**src/rtl/circular_deque_top_macros.svh**
```systemverilog
// Assertion macros for the circular deque block.
// Depends on nothing; users must have clk and arst_n in scope.
`ifndef CIRCULAR_DEQUE_TOP_MACROS_SVH
`define CIRCULAR_DEQUE_TOP_MACROS_SVH

`ifndef SYNTHESIS
`define CDQ_ASSERT_IMP(label, ante, cons) \
	label: assert property (@(posedge clk) disable iff (!arst_n) (ante) |-> (cons)) \
		else $error("deque check failed");
`define CDQ_ASSERT_NXT(label, ante, cons) \
	label: assert property (@(posedge clk) disable iff (!arst_n) (ante) |=> (cons)) \
		else $error("deque check failed");
`else
`define CDQ_ASSERT_IMP(label, ante, cons)
`define CDQ_ASSERT_NXT(label, ante, cons)
`endif

`endif

```
**src/rtl/cdq_pkg.sv**
```systemverilog
// Shared types and codes for the circular deque block.
// No dependencies.
package cdq_pkg;

	localparam int WORD_W = 32;
	localparam int OP_W = 3;
	localparam int STAT_W = 2;
	localparam int IN_TDATA_W = 32;
	localparam int OUT_TDATA_W = 104;
	localparam int OUT_TUSER_W = 8;
	localparam int IN_TUSER_W = 8;

	localparam logic [OP_W-1:0] OP_INS_FRONT = 3'd0;
	localparam logic [OP_W-1:0] OP_INS_REAR  = 3'd1;
	localparam logic [OP_W-1:0] OP_REM_FRONT = 3'd2;
	localparam logic [OP_W-1:0] OP_REM_REAR  = 3'd3;
	localparam logic [OP_W-1:0] OP_NOP       = 3'd4;

	localparam logic [STAT_W-1:0] STAT_OK        = 2'd0;
	localparam logic [STAT_W-1:0] STAT_OVERFLOW  = 2'd1;
	localparam logic [STAT_W-1:0] STAT_UNDERFLOW = 2'd2;

	localparam logic signed [WORD_W-1:0] NEG_ONE = -32'sd1;

	typedef enum logic [1:0] {
		S_IDLE,
		S_FILL,
		S_SEND
	} cdq_state_t;

	typedef struct packed {
		logic signed [WORD_W-1:0] removed_value;
		logic [STAT_W-1:0]        status;
		logic signed [WORD_W-1:0] front_value;
		logic signed [WORD_W-1:0] rear_value;
		logic                     is_empty;
		logic                     is_full;
	} cdq_result_t;

endpackage

```
**src/rtl/circular_deque_top.sv**
```systemverilog
// Circular deque of DEPTH signed words: one operation request in, one result out.
// Result: registered in the send state after accept; a removal that leaves words first
// passes a fill state that refills the end-word cache from the one-read-port word store.
// Requests are taken only when no result is pending, so one is in flight at a time.
// Reset (arst_n low, asynchronous): queue empty, pointers zero, no result pending, store
// not cleared. Depends on cdq_pkg, cdq_ctrl, cdq_ram and circular_deque_top_macros.svh.
`include "circular_deque_top_macros.svh"

module circular_deque_top
	import cdq_pkg::*;
#(
	parameter int DEPTH = 16
) (
	input  logic                   clk,
	input  logic                   arst_n,
	// request channel
	input  logic                   s_tvalid,
	output logic                   s_tready,
	input  logic [IN_TDATA_W-1:0]  s_tdata,  // [31:0] data_in
	input  logic [IN_TUSER_W-1:0]  s_tuser,  // [2:0] op, upper bits unused
	// result channel
	output logic                   m_tvalid,
	input  logic                   m_tready,
	// [31:0] removed_value, [63:32] front_value, [95:64] rear_value,
	// [96] is_empty, [97] is_full, [103:98] zero
	output logic [OUT_TDATA_W-1:0] m_tdata,
	output logic [OUT_TUSER_W-1:0] m_tuser   // [1:0] status, upper bits zero
);

	localparam int AW = $clog2(DEPTH);

	cdq_result_t res;
	logic          mem_we;
	logic [AW-1:0] mem_waddr, mem_raddr;
	logic [WORD_W-1:0] mem_wdata, mem_rdata;

	// Pointer and sequencing logic; holds cached front and rear words
	cdq_ctrl #(
		.DEPTH(DEPTH)
	) u_ctrl (
		.clk       (clk),
		.arst_n    (arst_n),
		.in_valid  (s_tvalid),
		.in_ready  (s_tready),
		.in_op     (s_tuser[OP_W-1:0]),
		.in_data   (s_tdata[WORD_W-1:0]),
		.out_valid (m_tvalid),
		.out_ready (m_tready),
		.res       (res),
		.mem_we    (mem_we),
		.mem_waddr (mem_waddr),
		.mem_wdata (mem_wdata),
		.mem_raddr (mem_raddr),
		.mem_rdata (mem_rdata)
	);

	// Word store: inserts write here, removals read the new end word back
	cdq_ram #(
		.WIDTH(WORD_W),
		.DEPTH(DEPTH)
	) u_store (
		.clk   (clk),
		.we    (mem_we),
		.waddr (mem_waddr),
		.wdata (mem_wdata),
		.raddr (mem_raddr),
		.rdata (mem_rdata)
	);

	// Pack the result fields, lowest field first, zero fill to whole bytes
	assign m_tdata = {6'b0, res.is_full, res.is_empty,
		res.rear_value, res.front_value, res.removed_value};
	assign m_tuser = {(OUT_TUSER_W - STAT_W)'(0), res.status};

	// One request in flight at a time: never ready while a result waits
	`CDQ_ASSERT_IMP(a_no_overlap, m_tvalid, !s_tready)
	// An accepted request always blocks the input on the next cycle
	`CDQ_ASSERT_NXT(a_accept_blocks, s_tvalid && s_tready, !s_tready)
	// A refused insert only happens on a full queue
	`CDQ_ASSERT_IMP(a_ovf_full, m_tvalid && (res.status == STAT_OVERFLOW), res.is_full)
	// Underflow leaves the queue empty, and empty is never full
	`CDQ_ASSERT_IMP(a_udf_empty, m_tvalid && (res.status == STAT_UNDERFLOW),
		res.is_empty && !res.is_full)

endmodule

```
**src/rtl/cdq_ram.sv**
```systemverilog
// Generic single-write, single-read synchronous RAM with registered read data.
// No dependencies.
module cdq_ram #(
	parameter int WIDTH = 32,
	parameter int DEPTH = 16
) (
	input  logic                     clk,
	input  logic                     we,
	input  logic [$clog2(DEPTH)-1:0] waddr,
	input  logic [WIDTH-1:0]         wdata,
	input  logic [$clog2(DEPTH)-1:0] raddr,
	output logic [WIDTH-1:0]         rdata
);

	logic [WIDTH-1:0] mem [DEPTH];

	always_ff @(posedge clk) begin
		if (we) begin
			mem[waddr] <= wdata;
		end
		rdata <= mem[raddr];
	end

endmodule

```
**src/rtl/cdq_ctrl.sv**
```systemverilog
// Deque control: head/tail pointers, cached end words, operation sequencer.
// Depends on cdq_pkg; drives the word store held in cdq_ram.
module cdq_ctrl
	import cdq_pkg::*;
#(
	parameter int DEPTH = 16
) (
	input  logic                     clk,
	input  logic                     arst_n,
	input  logic                     in_valid,
	output logic                     in_ready,
	input  logic [OP_W-1:0]          in_op,
	input  logic signed [WORD_W-1:0] in_data,
	output logic                     out_valid,
	input  logic                     out_ready,
	output cdq_result_t              res,
	output logic                     mem_we,
	output logic [$clog2(DEPTH)-1:0] mem_waddr,
	output logic [WORD_W-1:0]        mem_wdata,
	output logic [$clog2(DEPTH)-1:0] mem_raddr,
	input  logic [WORD_W-1:0]        mem_rdata
);

	localparam int AW = $clog2(DEPTH);
	localparam logic [AW-1:0] LAST_IDX = AW'(DEPTH - 1);

	function automatic logic [AW-1:0] wrap_inc(input logic [AW-1:0] i);
		return (i == LAST_IDX) ? '0 : i + 1'b1;
	endfunction

	function automatic logic [AW-1:0] wrap_dec(input logic [AW-1:0] i);
		return (i == '0) ? LAST_IDX : i - 1'b1;
	endfunction

	cdq_state_t state_q, state_d;
	logic [AW-1:0] head_q, tail_q, head_d, tail_d;
	logic empty_q, empty_d;
	logic full;
	logic signed [WORD_W-1:0] front_q, rear_q, front_d, rear_d;
	logic signed [WORD_W-1:0] removed_q, removed_d;
	logic [STAT_W-1:0] status_q, status_d;
	logic rd_front_q, rd_front_d;
	logic rd_need, wr_need;
	logic acc;

	assign acc  = in_valid && in_ready;
	assign full = !empty_q && (head_q == wrap_inc(tail_q));

	// Operation decode and pointer update
	always_comb begin
		head_d     = head_q;
		tail_d     = tail_q;
		empty_d    = empty_q;
		front_d    = front_q;
		rear_d     = rear_q;
		removed_d  = NEG_ONE;
		status_d   = STAT_OK;
		wr_need    = 1'b0;
		rd_need    = 1'b0;
		rd_front_d = 1'b1;
		mem_waddr  = head_q;
		mem_raddr  = head_q;
		unique case (in_op) inside
			OP_INS_FRONT, OP_INS_REAR: begin
				if (full) begin
					status_d = STAT_OVERFLOW;
				end else if (empty_q) begin
					head_d    = '0;
					tail_d    = '0;
					empty_d   = 1'b0;
					wr_need   = 1'b1;
					mem_waddr = '0;
					front_d   = in_data;
					rear_d    = in_data;
				end else if (in_op == OP_INS_FRONT) begin
					head_d    = wrap_dec(head_q);
					wr_need   = 1'b1;
					mem_waddr = head_d;
					front_d   = in_data;
				end else begin
					tail_d    = wrap_inc(tail_q);
					wr_need   = 1'b1;
					mem_waddr = tail_d;
					rear_d    = in_data;
				end
			end
			OP_REM_FRONT, OP_REM_REAR: begin
				if (empty_q) begin
					status_d = STAT_UNDERFLOW;
				end else if (head_q == tail_q) begin
					// last word leaves: front and rear cache hold the same word
					removed_d = front_q;
					head_d    = '0;
					tail_d    = '0;
					empty_d   = 1'b1;
				end else if (in_op == OP_REM_FRONT) begin
					removed_d  = front_q;
					head_d     = wrap_inc(head_q);
					mem_raddr  = head_d;
					rd_need    = 1'b1;
					rd_front_d = 1'b1;
				end else begin
					removed_d  = rear_q;
					tail_d     = wrap_dec(tail_q);
					mem_raddr  = tail_d;
					rd_need    = 1'b1;
					rd_front_d = 1'b0;
				end
			end
			default: begin
			end
		endcase
	end

	assign mem_we    = acc && wr_need;
	assign mem_wdata = in_data;

	// Next state
	always_comb begin
		state_d = state_q;
		unique case (state_q)
			S_IDLE: begin
				if (acc) begin
					state_d = rd_need ? S_FILL : S_SEND;
				end
			end
			S_FILL: begin
				state_d = S_SEND;
			end
			S_SEND: begin
				if (out_ready) begin
					state_d = S_IDLE;
				end
			end
			default: begin
				state_d = S_IDLE;
			end
		endcase
	end

	// State outputs
	always_comb begin
		in_ready  = 1'b0;
		out_valid = 1'b0;
		unique case (state_q)
			S_IDLE: in_ready = 1'b1;
			S_SEND: out_valid = 1'b1;
			default: begin
			end
		endcase
	end

	always_ff @(posedge clk or negedge arst_n) begin
		if (!arst_n) begin
			state_q <= S_IDLE;
			head_q  <= '0;
			tail_q  <= '0;
			empty_q <= 1'b1;
		end else begin
			state_q <= state_d;
			if (acc) begin
				head_q  <= head_d;
				tail_q  <= tail_d;
				empty_q <= empty_d;
			end
		end
	end

	always_ff @(posedge clk) begin
		if (acc) begin
			front_q    <= front_d;
			rear_q     <= rear_d;
			removed_q  <= removed_d;
			status_q   <= status_d;
			rd_front_q <= rd_front_d;
		end else if (state_q == S_FILL) begin
			if (rd_front_q) begin
				front_q <= mem_rdata;
			end else begin
				rear_q <= mem_rdata;
			end
		end
	end

	assign res.removed_value = removed_q;
	assign res.status        = status_q;
	assign res.front_value   = empty_q ? NEG_ONE : front_q;
	assign res.rear_value    = empty_q ? NEG_ONE : rear_q;
	assign res.is_empty      = empty_q;
	assign res.is_full       = full;

endmodule
```
**config.mk**
```make
export PLATFORM = sky130hd
export DESIGN_NAME = circular_deque_top
export DESIGN_NICKNAME = d
export VERILOG_FILES = /design/src/rtl/cdq_pkg.sv /design/src/rtl/circular_deque_top.sv /design/src/rtl/cdq_ram.sv /design/src/rtl/cdq_ctrl.sv
export VERILOG_INCLUDE_DIRS = /design/src /design/src/rtl
export SDC_FILE = /design/constraint.sdc
export NUM_CORES = 1
export LEC_CHECK = 0
export BUFFER_PORTS_ARGS = -buffer_cell sky130_fd_sc_hd__buf_4
export CORE_MARGIN = 8
export CORE_UTILIZATION = 28
export CTS_BUF_LIST = sky130_fd_sc_hd__clkbuf_16
export DETAILED_ROUTE_END_ITERATION = 16
export GPL_ROUTABILITY_DRIVEN = 0
export HOLD_SLACK_MARGIN = 0.03
export PLACE_DENSITY = 0.47
export SETUP_SLACK_MARGIN = 0.02
export SLEW_MARGIN = 10
export SYNTH_ARGS = -nofsm -noshare
export SYNTH_HDL_FRONTEND = slang
export SYNTH_HIERARCHICAL = 1
export SYNTH_SLANG_ARGS = --single-unit
```
**constraint.sdc**
```tcl
create_clock -name clk -period 11.8 [get_ports clk]
set_clock_uncertainty 0.15 [all_clocks]
set_input_delay 1.18 -clock clk [delete_from_list [all_inputs] [get_ports clk]]
set_output_delay 1.18 -clock clk [all_outputs]
set_load 0.05 [all_outputs]
```
Word level (Yosys, flattened, before mapping)
Memory sizes are Yosys's and may differ from the RTL's. A register that Yosys moved wholly into a read port is not among the register bits.
Index checks and enable logic that the tools add are counted.
W data, S select, Z words.

operators by class
  $add $sub $neg = 4
  eq/ne operators = 22
  muxes and demuxes = 65
  bitwise logic cells = 1
  reduce and logical (&&, ||, !) cells = 21

operators by type and width
  kind                   number
  $mux W32               18
  $mux W4                24
  $pmux W4 S2            2
  $mux W1                14
  $ne A2 B2 Y1 const B   6
  $reduce_and A6 Y1      2
  $reduce_and A5 Y1      2
  $ne A3 B2 Y1 const B   3
  $add A4 B1 Y4 const B  2
  $eq A4 B4 Y1           2
  $eq A4 B4 Y1 const B   2
  $logic_not A4 Y1       2
  $mux W2                4
  $sub A4 B1 Y4 const B  2
  $eq A3 B2 Y1 const B   2
  $ne A3 B1 Y1 const B   2
  $pmux W2 S3            1
  $reduce_bool A2 Y1     3
  $reduce_or A2 Y1       3
  $pmux W2 S2            1
  $eq A3 B1 Y1 const B   1
  $logic_and A1 B1 Y1    3
  $logic_not A3 Y1       1
  $ne A3 B3 Y1 const B   1
  other kinds (10)       10

storage, ports and cells
  bits in registers = 110
  memory bits (writable) = 512
  output and inout bits = 114
  word-level logic and storage cells = 123
  memories = 1

memory list
  memory       depth  width  rd ports  clocked after memory_dff  write ports  RTL line       source
  u_store.mem  16     32     1         1                         1            cdq_ram.sv:15  logic [WIDTH-1:0] mem [DEPTH];

Depth between registers and ports, before layout
  depth in word-level cells = 9
  mapped depth = 13
  mapped depth without buffers = 9

Cells and area by module
Netlist, hierarchy kept.

by module, submodules not included
  module              instances  cells each  area an instance (µm²)  sequential area each (µm²)
  cdq_ram             1          838         19835.3                 16015.4
  cdq_ctrl            1          580         5795.6                  3249.4
  circular_deque_top  1          13          93.8                    0.0

Worst setup path after synthesis
Ideal clock, no wire load.

  path kind = input port to flip-flop
  start point = input port s_tuser[2]
  end point = memory u_store.mem[0][0], enable pin
  library setup time = 0.461 ns
  arrival time = 5.155 ns
  required time = 11.189 ns
  setup slack = 6.034 ns
  stages on the path = 8
  path through = clkbuf_1 or2_1 clkbuf_1 nor3_1 a22o_1 mux2_1 or3b_2 nor3_1

RTL lines
  item                    RTL line                  source
  start: declaration      circular_deque_top.sv:20  input logic [IN_TUSER_W-1:0] s_tuser,
  $logic_not A3 Y1        cdq_ctrl.sv:75            end else if (in_op == OP_INS_FRONT) begin
  $mux W4                 cdq_ctrl.sv:75
  $mux W4                 cdq_ctrl.sv:67            end else if (empty_q) begin
  $mux W4                 cdq_ctrl.sv:65            if (full) begin
  $mux W4 *               cdq_ctrl.sv:63            unique case (in_op) inside
  named net mem_waddr[3]  circular_deque_top.sv:34  logic [AW-1:0] mem_waddr, mem_raddr;
  end: declaration        cdq_ram.sv:15

The timed path passes the listed nets; every way through them passes the cells marked *.

Worst setup path after layout
  start point = input port s_tuser[1]
  end point = register u_store.rdata[16], read port of u_store.mem

between the ends
  cells in the longest elaborated chain, start to end = 5

RTL lines
  item                    RTL line                  source
  $eq A3 B2 Y1            cdq_ctrl.sv:96            end else if (in_op == OP_REM_FRONT) begin
  $mux W4                 cdq_ctrl.sv:96
  $mux W4                 cdq_ctrl.sv:90            end else if (head_q == tail_q) begin
  $mux W4                 cdq_ctrl.sv:88            if (empty_q) begin
  $mux W4 *               cdq_ctrl.sv:63
  named net mem_raddr[0]  circular_deque_top.sv:34
  end: declaration        cdq_ram.sv:12             output logic [WIDTH-1:0] rdata

Marks and branches as above.
A chain may end at the register's enable or synchronous reset.

==> reports/qor.yml <==
outcome: "finished, final reports clean"
synth_seq_area_share_pct: 74.89
fp.dieH_um: 319.1
ctsHoldBuffers: 0
leakagePower_uw: 0.01003
rows: 111
netlist_area_sq_um: 25720
synth-async-reset-ratio_pct: 1.682
synth-main-ff-cell: "edfxtp_1"
grt_use_met1_pct: 16.00
synth_area_leaders: "edfxtp_1, mux4_2, nand2_1"
drive_above_1_share_pct: 30.70
ant_nets: 0
drv_cap: 0
drt_wl_total_mm: 64.42
drv_slew: 0
cts_root_buf: "clkbuf_16"
period_needed_ps: 5313
track_usage_pct: 12.45
first_pass_iters: 5
boundaryPins: 158
final-hold-violation-count: 0
antenna_found_initial: 7
synth_fa_ha_area_share_pct: 0.2432
p_int_uw: 4733
max-clock-path-buffers: 3
switchingPower_uw: 2333
hp-class: "in2async"
worstSetupStartpointType: "input pin"
ys_types: 62
worstSetupPathType: "in2reg"
htree_num_levels: 3
cts_resized: 0
drc: 0
synth-simple-area-share_pct: 6.775
rr_worst_depth: 10
synthCells: 1431
r2r-end: "u_store/mem[15][22]"
areaGrowthSynthToFinish_pct: 17.12
vias: 13120
syn_avg_cell_area_sq_um: 17.98
setup_tns_ps: 0
dieArea_sq_um: 101800
seqPwrFrac_pct: 39.6
clk-insertion-delay-late_ps: 610
cts_tree: "yes"
via_per_inst: 4.687
use_met3_pct: 2.584
clock_sinks: 654
cts_setup_buffers: 0
nNetsFinal: 1607
tightest_slew_ps: 957.9
p_clk_share_pct: 28.5
r2r-start: "u_ctrl/tail_q[0]"
netlist.area_leader.share_pct: 71.32
grtUsageMet2_pct: 21.36
synth_top_area_cell: "edfxtp_1"
die_w_um: 319.1
rrSetupSlack_ps: 6880
place_hpwl_mm: 34.56
crit_path_end_kind: "flip-flop"
slew_headroom_pct: 36.14
synth_seq_cells: 654
start_util_pct: 28.15
cts_buffers: 69
power_uw: 7066
synth_top_family_by_area: "multiplexers"
wl_per_cell_um: 23.01
busiest_layer: "met2"
synth_compound_area_share_pct: 3.288
ir_drop_v: 0.0001728
power.share.switching_pct: 33.02
crit_arrival_ps: 5650
power_density_nw_per_um2: 234.5
rsz0062_at_grt: "no"
fmax_mhz: 188.2
ys_warn_count: 6
cts.clk_slew.worst_paths_ps: 60
core_region_area_sq_um: 91390
synth_mux_area_share_pct: 11.58
synth_edf_count: 611
grt_pass1_wl_mm: 95.36
drt-initial-drc-count: 957
grt_pass1_vias: 13990
cp_data_required_time_ps: 12130
portBuffers: 140
finalCritPeriodShare_pct: 45.02
grt_overflow: 0
p_comb_share_pct: 31.9
setup_viol: 0
synth_xor_area_share_pct: 0.4086
worstPathMaxFanout: 99
grt_max_degree: 129
[power by group through the flow]
stage          Clock, uW  Sequential [uW]  Combinational (uW)
2_1_floorplan          0             2870                1610
3_3_place_gp           0             2850                2280
3_5_place_dp           0             2850                2300
4_1_cts             2070             2800                2300
5_1_grt             2160             2820                2440
6_report            2010             2800                2250
[worst max path at each step]
stage / from / endpoint / slack [ps] / cells past startpoint
CTS: s_tuser[1] / u_store/rdata[16] / 6380 / 11
finish: s_tuser[1] / u_store/rdata[16] / 6490 / 11
detailed placement: s_tuser[1] / u_store/rdata[16] / 5740 / 11
global placement: s_tuser[1] / u_store/rdata[13] / 5780 / 11
global route: s_tuser[1] / u_store/rdata[13] / 6020 / 11
floorplan: s_tuser[2] / u_store/mem[0][0] / 6030 / 8
[layout make-up]
class	count	area, sq um
Tap cell	1186	1484
Antenna cell	4	10.01
Sequential cell	654	19260
Timing Repair Buffer	172	1316
Inverter	6	23.77
Clock buffer	70	1752
Multi-Input combinational cell	655	5952
Fill cell	8752	61260
Clock inverter	52	326.6
[critical path: stages]
cell	delay, ps
buf_4	150
nor2b_1	580
nor2b_2	260
buf_4	390
nand2_1	420
o21ai_4	270
buf_12	580
buf_4	670
mux4_2	580
a22oi_1	260
nand2_1	100
[layer usage]
metal	routed length [um]	part of all wire (%)
met3	3243	5.0
met5	23	0.036
met2	32130	50
met4	1037	1.6
met1	27980	43
[registers in the layout (all words and copies together), names as in the netlist]
name	flops
u_ctrl/front_q	32
u_ctrl/rear_q	32
u_ctrl/state_q	2
u_ctrl/rd_front_q	1
u_ctrl/removed_q	32
u_store/mem	512
u_store/rdata	32
u_ctrl/empty_q	1
u_ctrl/tail_q	4
u_ctrl/head_q	4
u_ctrl/status_q	2
[placed cells by master, fill, tap and decap left out, types with 4 or more instances in the layout]
cell type / count
nor2_4: 14
or2_2: 64
diode_2: 4
mux2i_1: 4
dfxtp_1: 32
nor3_2: 6
ha_1: 5
inv_6: 5
a21oi_1: 12
buf_4: 170
mux4_2: 128
xnor2_1: 5
clkbuf_16: 70
and2_1: 4
clkinv_2: 10
edfxtp_1: 611
inv_1: 31
nand3_1: 35
nand2_1: 209
dfrtp_1: 10
nor3_1: 7
o21ai_0: 9
conb_1: 12
nor2_1: 15
a22oi_1: 65
clkinv_1: 7
[stage by stage]
step / std cells / cell area (sq um) / setup WS (ps) / util (%) / hold slack (ps)
2_1_floorplan: 1442 / 25770 / 6034 / - / 341.0
3_3_place_gp: 2673 / 28040 / 5778 / 30.68 / 358.3
3_5_place_dp: 2673 / 28040 / 5736 / 30.68 / 363.6
4_1_cts: 2795 / 30120 / 6378 / 32.96 / 231.3
5_1_grt: 2795 / 30120 / 6018 / 32.96 / 256.4
6_report: 2799 / 30130 / 6487 / 32.97 / 261.4
[synth_stat cells (9+ instances only)]
library cell and count:
edfxtp_1 611, nand2_1 210, mux4_2 128, a22oi_1 65
or2_2 64, buf_4 56, clkbuf_1 50, nand3_1 35
dfxtp_1 32, nor2_1 28, nor3_1 13, a21oi_1 12
buf_1 12, o21ai_0 11, dfrtp_1 10, buf_2 9
[cells by family after synthesis]
logic type / count (synthesis)
xor gates and xnor gates: 9
and+or+nand+nor: 377
other: 1
AOI/OAI and AO/OA: 116
buffers and inverters: 133
DFF: 654
muxes: 136
adders and majority gates: 5
Power figures use the tool's default switching activity.
